$ cat src/brb_pkg.sv
// shared types and constants for the byte ring buffer
package brb_pkg;

  localparam int unsigned RING_DEPTH_DEF = 1024;
  localparam int unsigned RESERVE        = 16;
  localparam int unsigned MAX_BURST      = 8;
  localparam int unsigned NUM_LANES      = 8;
  localparam int unsigned LANE_W         = 3;
  localparam int unsigned CAP_W          = 10;
  localparam int unsigned CNT_W          = 4;
  localparam int unsigned DATA_W         = 64;
  localparam int unsigned CAP_RESET      = 1008;

  typedef enum logic [1:0] {
    OP_PUT    = 2'd0,
    OP_GET    = 2'd1,
    OP_FLUSH  = 2'd2,
    OP_STATUS = 2'd3
  } op_e;

  typedef struct packed {
    logic [CNT_W-1:0]  done_count;
    logic              is_get;
    logic [LANE_W-1:0] rot;
    logic [CAP_W-1:0]  free_bytes;
    logic [CAP_W-1:0]  used_bytes;
    logic              is_empty;
    logic              is_full;
  } res_meta_t;

endpackage

$ cat src/brb_ctrl.sv
// pointers, occupancy, capacity register and bank addressing
module brb_ctrl #(
  parameter int unsigned RING_DEPTH = brb_pkg::RING_DEPTH_DEF,
  parameter int unsigned PTR_W      = $clog2(RING_DEPTH),
  parameter int unsigned ROW_W      = PTR_W - brb_pkg::LANE_W
) (
  input  logic                                    clk_i,
  input  logic                                    rst_ni,
  input  logic                                    accept_i,
  input  logic [1:0]                              op_i,
  input  logic [brb_pkg::CNT_W-1:0]               byte_count_i,
  input  logic [brb_pkg::DATA_W-1:0]              write_data_i,
  input  logic                                    cfg_we_i,
  input  logic [brb_pkg::CAP_W-1:0]               cfg_wdata_i,
  output logic [ROW_W-1:0]                        lane_row_o [brb_pkg::NUM_LANES],
  output logic [brb_pkg::NUM_LANES-1:0]           lane_we_o,
  output logic [brb_pkg::NUM_LANES-1:0][7:0]      lane_wdata_o,
  output logic                                    lane_re_o,
  output logic                                    res_valid_o,
  output brb_pkg::res_meta_t                      res_meta_o
);

  localparam int unsigned CAP_LIM = RING_DEPTH - brb_pkg::RESERVE;
  localparam int unsigned CW      = brb_pkg::CAP_W;
  localparam int unsigned NW      = brb_pkg::CNT_W;
  localparam int unsigned LW      = brb_pkg::LANE_W;

  logic [PTR_W-1:0] rp_q, rp_d, wp_q, wp_d;
  logic [CW-1:0]    used_q, used_d, cap_q, cap_d;
  logic [CW-1:0]    free_cur;
  logic [NW-1:0]    n_sat, get_n, done_d;
  logic             put_ok;
  brb_pkg::op_e     op;
  logic [PTR_W-1:0] base;
  logic             res_valid_q;
  brb_pkg::res_meta_t meta_q, meta_d;

  assign op       = brb_pkg::op_e'(op_i);
  assign n_sat    = (byte_count_i > NW'(brb_pkg::MAX_BURST)) ? NW'(brb_pkg::MAX_BURST)
                                                              : byte_count_i;
  assign free_cur = cap_q - used_q;
  assign put_ok   = CW'(n_sat) <= free_cur;
  assign get_n    = (CW'(n_sat) > used_q) ? NW'(used_q) : n_sat;

  // capacity saturated so the ring always fits the store
  assign cap_d = (32'(cfg_wdata_i) > CAP_LIM) ? CW'(CAP_LIM) : cfg_wdata_i;

  always_comb begin
    rp_d   = rp_q;
    wp_d   = wp_q;
    used_d = used_q;
    done_d = '0;
    unique case (op)
      brb_pkg::OP_PUT: begin
        if (put_ok) begin
          wp_d   = wp_q + PTR_W'(n_sat);
          used_d = used_q + CW'(n_sat);
          done_d = n_sat;
        end
      end
      brb_pkg::OP_GET: begin
        rp_d   = rp_q + PTR_W'(get_n);
        used_d = used_q - CW'(get_n);
        done_d = get_n;
      end
      brb_pkg::OP_FLUSH: begin
        rp_d   = wp_q;
        used_d = '0;
      end
      brb_pkg::OP_STATUS: begin
        done_d = '0;
      end
      default: begin
        done_d = '0;
      end
    endcase

    meta_d.done_count = done_d;
    meta_d.is_get     = (op == brb_pkg::OP_GET);
    meta_d.rot        = rp_q[LW-1:0];
    meta_d.free_bytes = cap_q - used_d;
    meta_d.used_bytes = used_d;
    meta_d.is_empty   = (used_d == '0);
    meta_d.is_full    = (cap_q == used_d);
  end

  // lane b holds byte (b - base) mod lanes of the burst; it sits one row on if it wrapped
  assign base      = (op == brb_pkg::OP_PUT) ? wp_q : rp_q;
  assign lane_re_o = accept_i && (op == brb_pkg::OP_GET);

  for (genvar b = 0; b < brb_pkg::NUM_LANES; b++) begin : g_lane
    logic [LW-1:0] off;
    assign off = LW'(b) - base[LW-1:0];
    assign lane_row_o[b] = base[PTR_W-1:LW] + ROW_W'(LW'(b) < base[LW-1:0]);
    assign lane_we_o[b]  = accept_i && (op == brb_pkg::OP_PUT) && put_ok &&
                           (NW'(off) < n_sat);
    assign lane_wdata_o[b] = write_data_i[{off, 3'b000} +: 8];
  end

  always_ff @(posedge clk_i or negedge rst_ni) begin
    if (!rst_ni) begin
      rp_q        <= '0;
      wp_q        <= '0;
      used_q      <= '0;
      cap_q       <= (CAP_LIM < brb_pkg::CAP_RESET) ? CW'(CAP_LIM) : CW'(brb_pkg::CAP_RESET);
      res_valid_q <= 1'b0;
    end else begin
      res_valid_q <= accept_i;
      if (cfg_we_i) begin
        cap_q  <= cap_d;
        rp_q   <= '0;
        wp_q   <= '0;
        used_q <= '0;
      end else if (accept_i) begin
        rp_q   <= rp_d;
        wp_q   <= wp_d;
        used_q <= used_d;
      end
    end
  end

  always_ff @(posedge clk_i) begin
    if (accept_i) begin
      meta_q <= meta_d;
    end
  end

  assign res_valid_o = res_valid_q;
  assign res_meta_o  = meta_q;

`ifndef SYNTHESIS
  a_used_le_cap: assert property (@(posedge clk_i) disable iff (!rst_ni)
    used_q <= cap_q)
    else $error("occupancy above capacity");

  a_ptr_gap: assert property (@(posedge clk_i) disable iff (!rst_ni)
    PTR_W'(wp_q - rp_q) == PTR_W'(used_q))
    else $error("pointer gap disagrees with occupancy");

  a_result_follows: assert property (@(posedge clk_i) disable iff (!rst_ni)
    accept_i |=> res_valid_q)
    else $error("accepted item gave no result");

  a_refused_put: assert property (@(posedge clk_i) disable iff (!rst_ni)
    accept_i && !cfg_we_i && (op == brb_pkg::OP_PUT) && !put_ok
      |=> $stable(wp_q) && $stable(used_q))
    else $error("refused put moved the write pointer");
`endif

endmodule

$ cat config.mk
export PLATFORM = sky130hd
export DESIGN_NAME = brb_ctrl
export DESIGN_NICKNAME = d
export VERILOG_FILES = /design/src/brb_pkg.sv /design/src/brb_ctrl.sv
export SDC_FILE = /design/constraint.sdc
export NUM_CORES = 1
export LEC_CHECK = 0
export ABC_AREA = 1
export ABC_CLOCK_PERIOD_IN_PS = 10700
export BUFFER_PORTS_ARGS = -buffer_cell sky130_fd_sc_hd__buf_2
export CORE_AREA = 2 2 141 143
export DETAILED_ROUTE_END_ITERATION = 10
export DIE_AREA = 0 0 143 145
export GPL_TIMING_DRIVEN = 0
export PLACE_DENSITY = 0.73
export SLEW_MARGIN = 10
export SYNTH_ARGS = -nofsm -noshare
export SYNTH_HDL_FRONTEND = slang
export SYNTH_SLANG_ARGS = --single-unit
$ cat constraint.sdc
create_clock -name clk_i -period 10.7 [get_ports clk_i]
set_clock_uncertainty 0.05 [all_clocks]
set_input_delay 1.605 -clock clk_i [delete_from_list [all_inputs] [get_ports clk_i]]
set_output_delay 1.605 -clock clk_i [all_outputs]
set_load 0.005 [all_outputs]
# Word-level counts from Yosys, hierarchy flattened
# Index checks and enable logic that the tools add are counted.
dict set report totals {
  wordCells 101
  in_bits 84
  regBits 71
}
dict set report op_classes {
  addsub 22
  n_eq_ne 3
  n_lt_le_gt_ge 20
  n_reduce_logical 19
  n_mux 17
  shift 8
}
# cell count
set ops {}
lappend ops {{variable part select 64 x 7 -> 8 bit} 8}
lappend ops {{2-to-1 mux 10 bit} 11}
lappend ops {{adder 7 x 1 -> 7 bit} 8}
lappend ops {{less-than comparator 3 x 4 -> 1 bit} 8}
lappend ops {{adder 10 x 4 -> 10 bit} 3}
lappend ops {{case mux 10 bit (3 select lines)} 1}
lappend ops {{case mux 10 bit (2 select lines)} 1}
lappend ops {{subtractor 10 bit} 2}
lappend ops {{less-than comparator 3 bit, first input constant} 4}
lappend ops {{2-to-1 mux 4 bit} 3}
lappend ops {{subtractor 3 bit, first input constant} 4}
lappend ops {{logical AND 1 bit} 11}
lappend ops {{== test 10 bit} 1}
lappend ops {{> comparator 10 bit, second input constant} 1}
lappend ops {{> comparator 4 x 10 -> 1 bit} 1}
lappend ops {{<= comparator 4 x 10 -> 1 bit} 1}
lappend ops {{zero test 10 bit} 1}
lappend ops {{subtractor 10 x 4 -> 10 bit} 1}
lappend ops {{case mux 4 bit (2 select lines)} 1}
lappend ops {{less-than comparator 1 x 3 -> 1 bit, first input constant} 2}
lappend ops {{less-than comparator 2 x 3 -> 1 bit, first input constant} 2}
lappend ops {{nonzero test 2 bit} 3}
lappend ops {{subtractor 1 x 3 -> 3 bit, first input constant} 2}
lappend ops {{subtractor 2 x 3 -> 3 bit, first input constant} 2}
lappend ops {{other kinds (7)} 7}

# Logic depth before layout (Yosys ltp)
dict set report logic_depth {
  depth_word 8
  ltp_mapped 35
}

# Worst setup path after synthesis
# No wires, ideal clock.
dict set report synth_timing {
  path_type {input to register}
  start {input port byte_count_i[3] (netlist name)}
  end {register meta_q, in the netlist res_meta_o[21] (data pin)}
  slack_ps 4215
  path_stages 33
  setup_time_ps 252
  n_path_buf 1
  arrival_time_ps 6183
  cell_sequence {clkbuf_1 -> inv_1 -> nand2_1 -> inv_1 -> ha_1 -> inv_1 -> a21oi_1 -> a21oi_1 -> nor2_1 -> o221ai_1 -> nand2_1 -> o22ai_1 -> ha_1 -> inv_1 -> fa_1 -> nand2_1 -> inv_1 -> o31ai_1 -> inv_1 -> nand2_1 -> inv_1 -> ha_1 -> nand2_1 -> o21ai_0 -> a21oi_1 -> o21ai_0 -> nand3_1 -> nand2_1 -> nand3_1 -> nand2_1 -> nand2_1 -> nand3_1 -> nand2_1}
}
# item line_no
set synth_rtl {}
lappend synth_rtl {{start: declaration} brb_ctrl.sv:11} ;# input logic [brb_pkg::CNT_W-1:0] byte_count_i,
lappend synth_rtl {{end signal: assignment} brb_ctrl.sv:124} ;# meta_q <= meta_d;
lappend synth_rtl {{end: declaration} brb_ctrl.sv:36} ;# brb_pkg::res_meta_t meta_q, meta_d;

==> run_results.csv <==
group,metric,value,unit
cells_and_area,nFillCells,1949,
power,peakVddDrop,0.09790,mV
logic_synthesis,ys_seq_elements,71,
placement,place_area,0.01009,mm^2
logic_synthesis,synthArstFlopShare,57.75,%
sta,setup_viol,0,
cells_and_area,drive_gt1_share,19.71,%
clock_network,path_clk_slew,0.06,ns
logic_synthesis,netlist_area,0.008544,mm^2
worst_setup_path,cp_common_cell,"nand2_1",
sta,worst_slack,2.937,ns
worst_setup_path,end_kind,"flop",
clock_network,cts_resized,0,
clock_network,cts_buffers,9,
logic_synthesis,synth_seq_area_share,22.64,%
logic_synthesis,synthCells,1350,
sta,tns,0,ns
global_routing,grtUsageTotal,27.92,%
cells_and_area,area_growth,21.44,%
sta,finalHoldViolations,0,
worst_setup_path,worstPathArrival,7.81,ns
cells_and_area,seqCellArea,0.001934,mm^2
global_routing,grt_max_degree,42,
logic_synthesis,synth-edff-count,30,
sta,grt_setup_unrepaired,"no",
worst_setup_path,cp_max_fo,11,
logic_synthesis,syn_area_per_cell,6.329,um^2
cells_and_area,fin_area,0.01038,mm^2
die,die_area,0.02074,mm^2
global_routing,grt_pass1_wl,46510,um
sta,relSlewSlack,25.40,%
worst_setup_path,crit_type,"input pin to flop",
placement,place_hpwl,24320,um
placement,portBuffers,242,
sta,maxSlewViolCount,0,
global_routing,antenna_found_initial,2,
die,die_h,145,um
die,num_io_pins,244,
power,leakage,0.005511,uW
clock_network,clock_path_buffers,2,
worst_setup_path,slowest_stage,"clkbuf_1",
clock_network,post_cts_buffers,0,
logic_synthesis,ys.flop_type,"dfrtp_1",
detailed_routing,routed_wl,29600,um
placement,post-place-ws,2.745,ns
die,core_area,0.01921,mm^2
clock_network,cts_sinks,71,
flow_run,cap_violations,0,
placement,gp_congestion,0.9614,
detailed_routing,avgViaCountPerCell,5.241,
worst_setup_path,critPathLaunchType,"input pin",
detailed_routing,wl_per_cell,15.78,um
clock_network,clkLatencyLatePin,0.34,ns
cells_and_area,layout.nets,1758,
run_status,outcome,"finished, final reports clean",
worst_hold_path,hold_class,"flop to flop",
sta,period_share,72.55,%
power,power,1443,uW
die,start_util,44.49,%
die,num_rows,51,
power,power_density,139.1,mW/mm^2
detailed_routing,vias,9827,
detailed_routing,drt_iter0_drc,773,
clock_network,hold_buffers,0,
detailed_routing,remaining_drc_errors,0,
clock_network,cts_tree,"built",
detailed_routing,dr.pass1.iters,5,
die,die_w,143,um
clock_network,h-tree-depth,3,
sta,worst_pin_slew,1.109,ns
worst_setup_path,cp.required,10.75,ns
global_routing,grt_pass1_vias,8880,
detailed_routing,ant_nets,0,
logic_synthesis,ys_types,49,
worst_setup_path,critPathMaxStageDelay,0.46,ns
sta,fin_crit,7.763,ns
logic_synthesis,ys.warnings.count,0,
sta,timing.fmax,0.1288,GHz
cells_and_area,multi_input_area,0.005567,mm^2
logic_synthesis,synth_fp_nets,1505,
clock_network,cts_root_buf,"clkbuf_16",
global_routing,grt_overflow,0,
## path summary, 6_finish.rpt
| path | start | to | slack [ns] | cells after the start |
|---|---|---|---|---|
| max in group asynchronous | rst_ni | rp_q[3]$_DFFE_PN0P_ | 8.62 | 1 |
| worst max register to register | used_q[2]$_DFFE_PN0P_ | res_meta_o[21]$_DFFE_PP_ | 5.16 | 30 |
| worst min-delay path | rp_q[1]$_DFFE_PN0P_ | res_meta_o[23]$_DFFE_PP_ | 0.44 | 0 |
| worst max-delay path | byte_count_i[3] | res_meta_o[21]$_DFFE_PP_ | 2.94 | 34 |
| worst min register to register | rp_q[1]$_DFFE_PN0P_ | res_meta_o[23]$_DFFE_PP_ | 0.44 | 0 |
| min in group asynchronous | rst_ni | used_q[7]$_DFFE_PN0P_ | 1.37 | 1 |
## critical path, delay by kind of cell
family | cells | cell delay [ns]
and+or+nand+nor | 14 | 1.73
buffers and inverters | 9 | 1.53
AOI/OAI and AO/OA | 7 | 1.61
adders and majority gates | 4 | 1.35
## layout by cell type (no fill, tap or decap), types with 3 or more instances in the layout
| cell type | Yosys | routed |
|---|---|---|
| a21oi_1 | 45 | 45 |
| nand3_2 | 8 | 8 |
| clkbuf_16 | 0 | 9 |
| nor4_1 | 3 | 3 |
| o22ai_1 | 15 | 15 |
| fa_1 | 4 | 4 |
| inv_1 | 209 | 209 |
| o21bai_1 | 4 | 4 |
| clkbuf_1 | 42 | 42 |
| o21ai_1 | 15 | 16 |
| nor3_1 | 9 | 9 |
| clkinv_1 | 3 | 3 |
| dfrtp_1 | 35 | 35 |
| clkinvlp_4 | 0 | 3 |
| nand3_1 | 38 | 38 |
| o21a_1 | 29 | 29 |
| o21ai_0 | 215 | 214 |
| o31ai_1 | 3 | 3 |
| xor2_1 | 38 | 38 |
| inv_2 | 9 | 9 |
| ha_1 | 67 | 67 |
| nand2_2 | 11 | 11 |
| o211ai_1 | 3 | 3 |
| nand4_1 | 17 | 17 |
| nor2_1 | 64 | 64 |
| dfstp_2 | 6 | 6 |
| buf_2 | 5 | 247 |
| xnor2_1 | 17 | 17 |
| o21ai_2 | 3 | 3 |
| nand2_1 | 372 | 372 |
| edfxtp_1 | 30 | 30 |
| nor2_2 | 3 | 3 |
## routing by layer
metal / vias up / global-route usage [%] / share of wire, %
met5: - / 0 / 0
met4: 0 / 9.950 / 4.0
met3: 71 / 3.960 / 6.7
met2: 449 / 45.72 / 46
met1: 4408 / 37.38 / 43
li1: 4899 / - / -
## power by group
part           switching [uW]  leakage, uW  internal [uW]  total, uW
logic                     509      0.00454            298        806
clock network             118     0.000131            164        282
registers                20.9     0.000839            334        355
## through the flow
| stage | hold slack [ns] | instances | utilization, % |
|---|---|---|---|
| 2_1_floorplan | 0.4031 | 1350 | - |
| 3_3_place_gp | 0.4216 | 1857 | 52.52 |
| 3_5_place_dp | 0.4310 | 1857 | 52.52 |
| 4_1_cts | 0.4448 | 1873 | 54.00 |
| 5_1_grt | 0.4707 | 1875 | 54.02 |
| 6_report | 0.4392 | 1875 | 54.02 |
## cells in the mapped netlist, types with 5 or more instances
master	number	share of area, %
a21oi_1	45	2.6
buf_2	5	0.29
edfxtp_1	30	11
inv_2	9	0.40
o21a_1	29	2.5
nand2_2	11	0.81
ha_1	67	9.8
nor2_1	64	2.8
nor3_1	9	0.53
nand3_1	38	2.2
inv_1	209	9.2
o22ai_1	15	1.1
xnor2_1	17	1.7
dfstp_2	6	1.8
nand2_1	372	16
o21ai_0	215	13
dfrtp_1	35	10
xor2_1	38	3.9
clkbuf_1	42	1.8
o21ai_1	15	0.88
nand4_1	17	1.2
nand3_2	8	0.94
## final cells by class
cell class              instances  share of cell area [%]
diodes                          2                 0.04823
plain buffers                  50                   2.014
clock buffers                  10                   2.303
clock inverters                 6                  0.4341
inverters                     222                   8.043
multi-input cells            1007                   53.65
flip-flops and latches         71                   18.64
well taps                     265                   3.195
repair buffers                242                   11.67
## kinds of logic (layout without fill, tap and decap cells)
kind of cell	count (synthesis)	count (layout)	synth area share [%]
adder cells (fa/ha/maj)	71	71	10.75
buffers and inverters	272	530	12.21
AO/OA/AOI/OAI	344	344	22.10
flip-flops	71	71	22.64
XOR/XNOR	55	55	5.638
other	0	2	0
AND/OR/NAND/NOR	537	537	26.67
## flip-flops by register name, indices dropped and copies added (netlist names)
signal	cells
res_meta_o	30
cap_q	10
rp_q	10
used_q	10
wp_q	10
res_valid_o	1
Note: power is estimated with default switching activity, not from simulation.
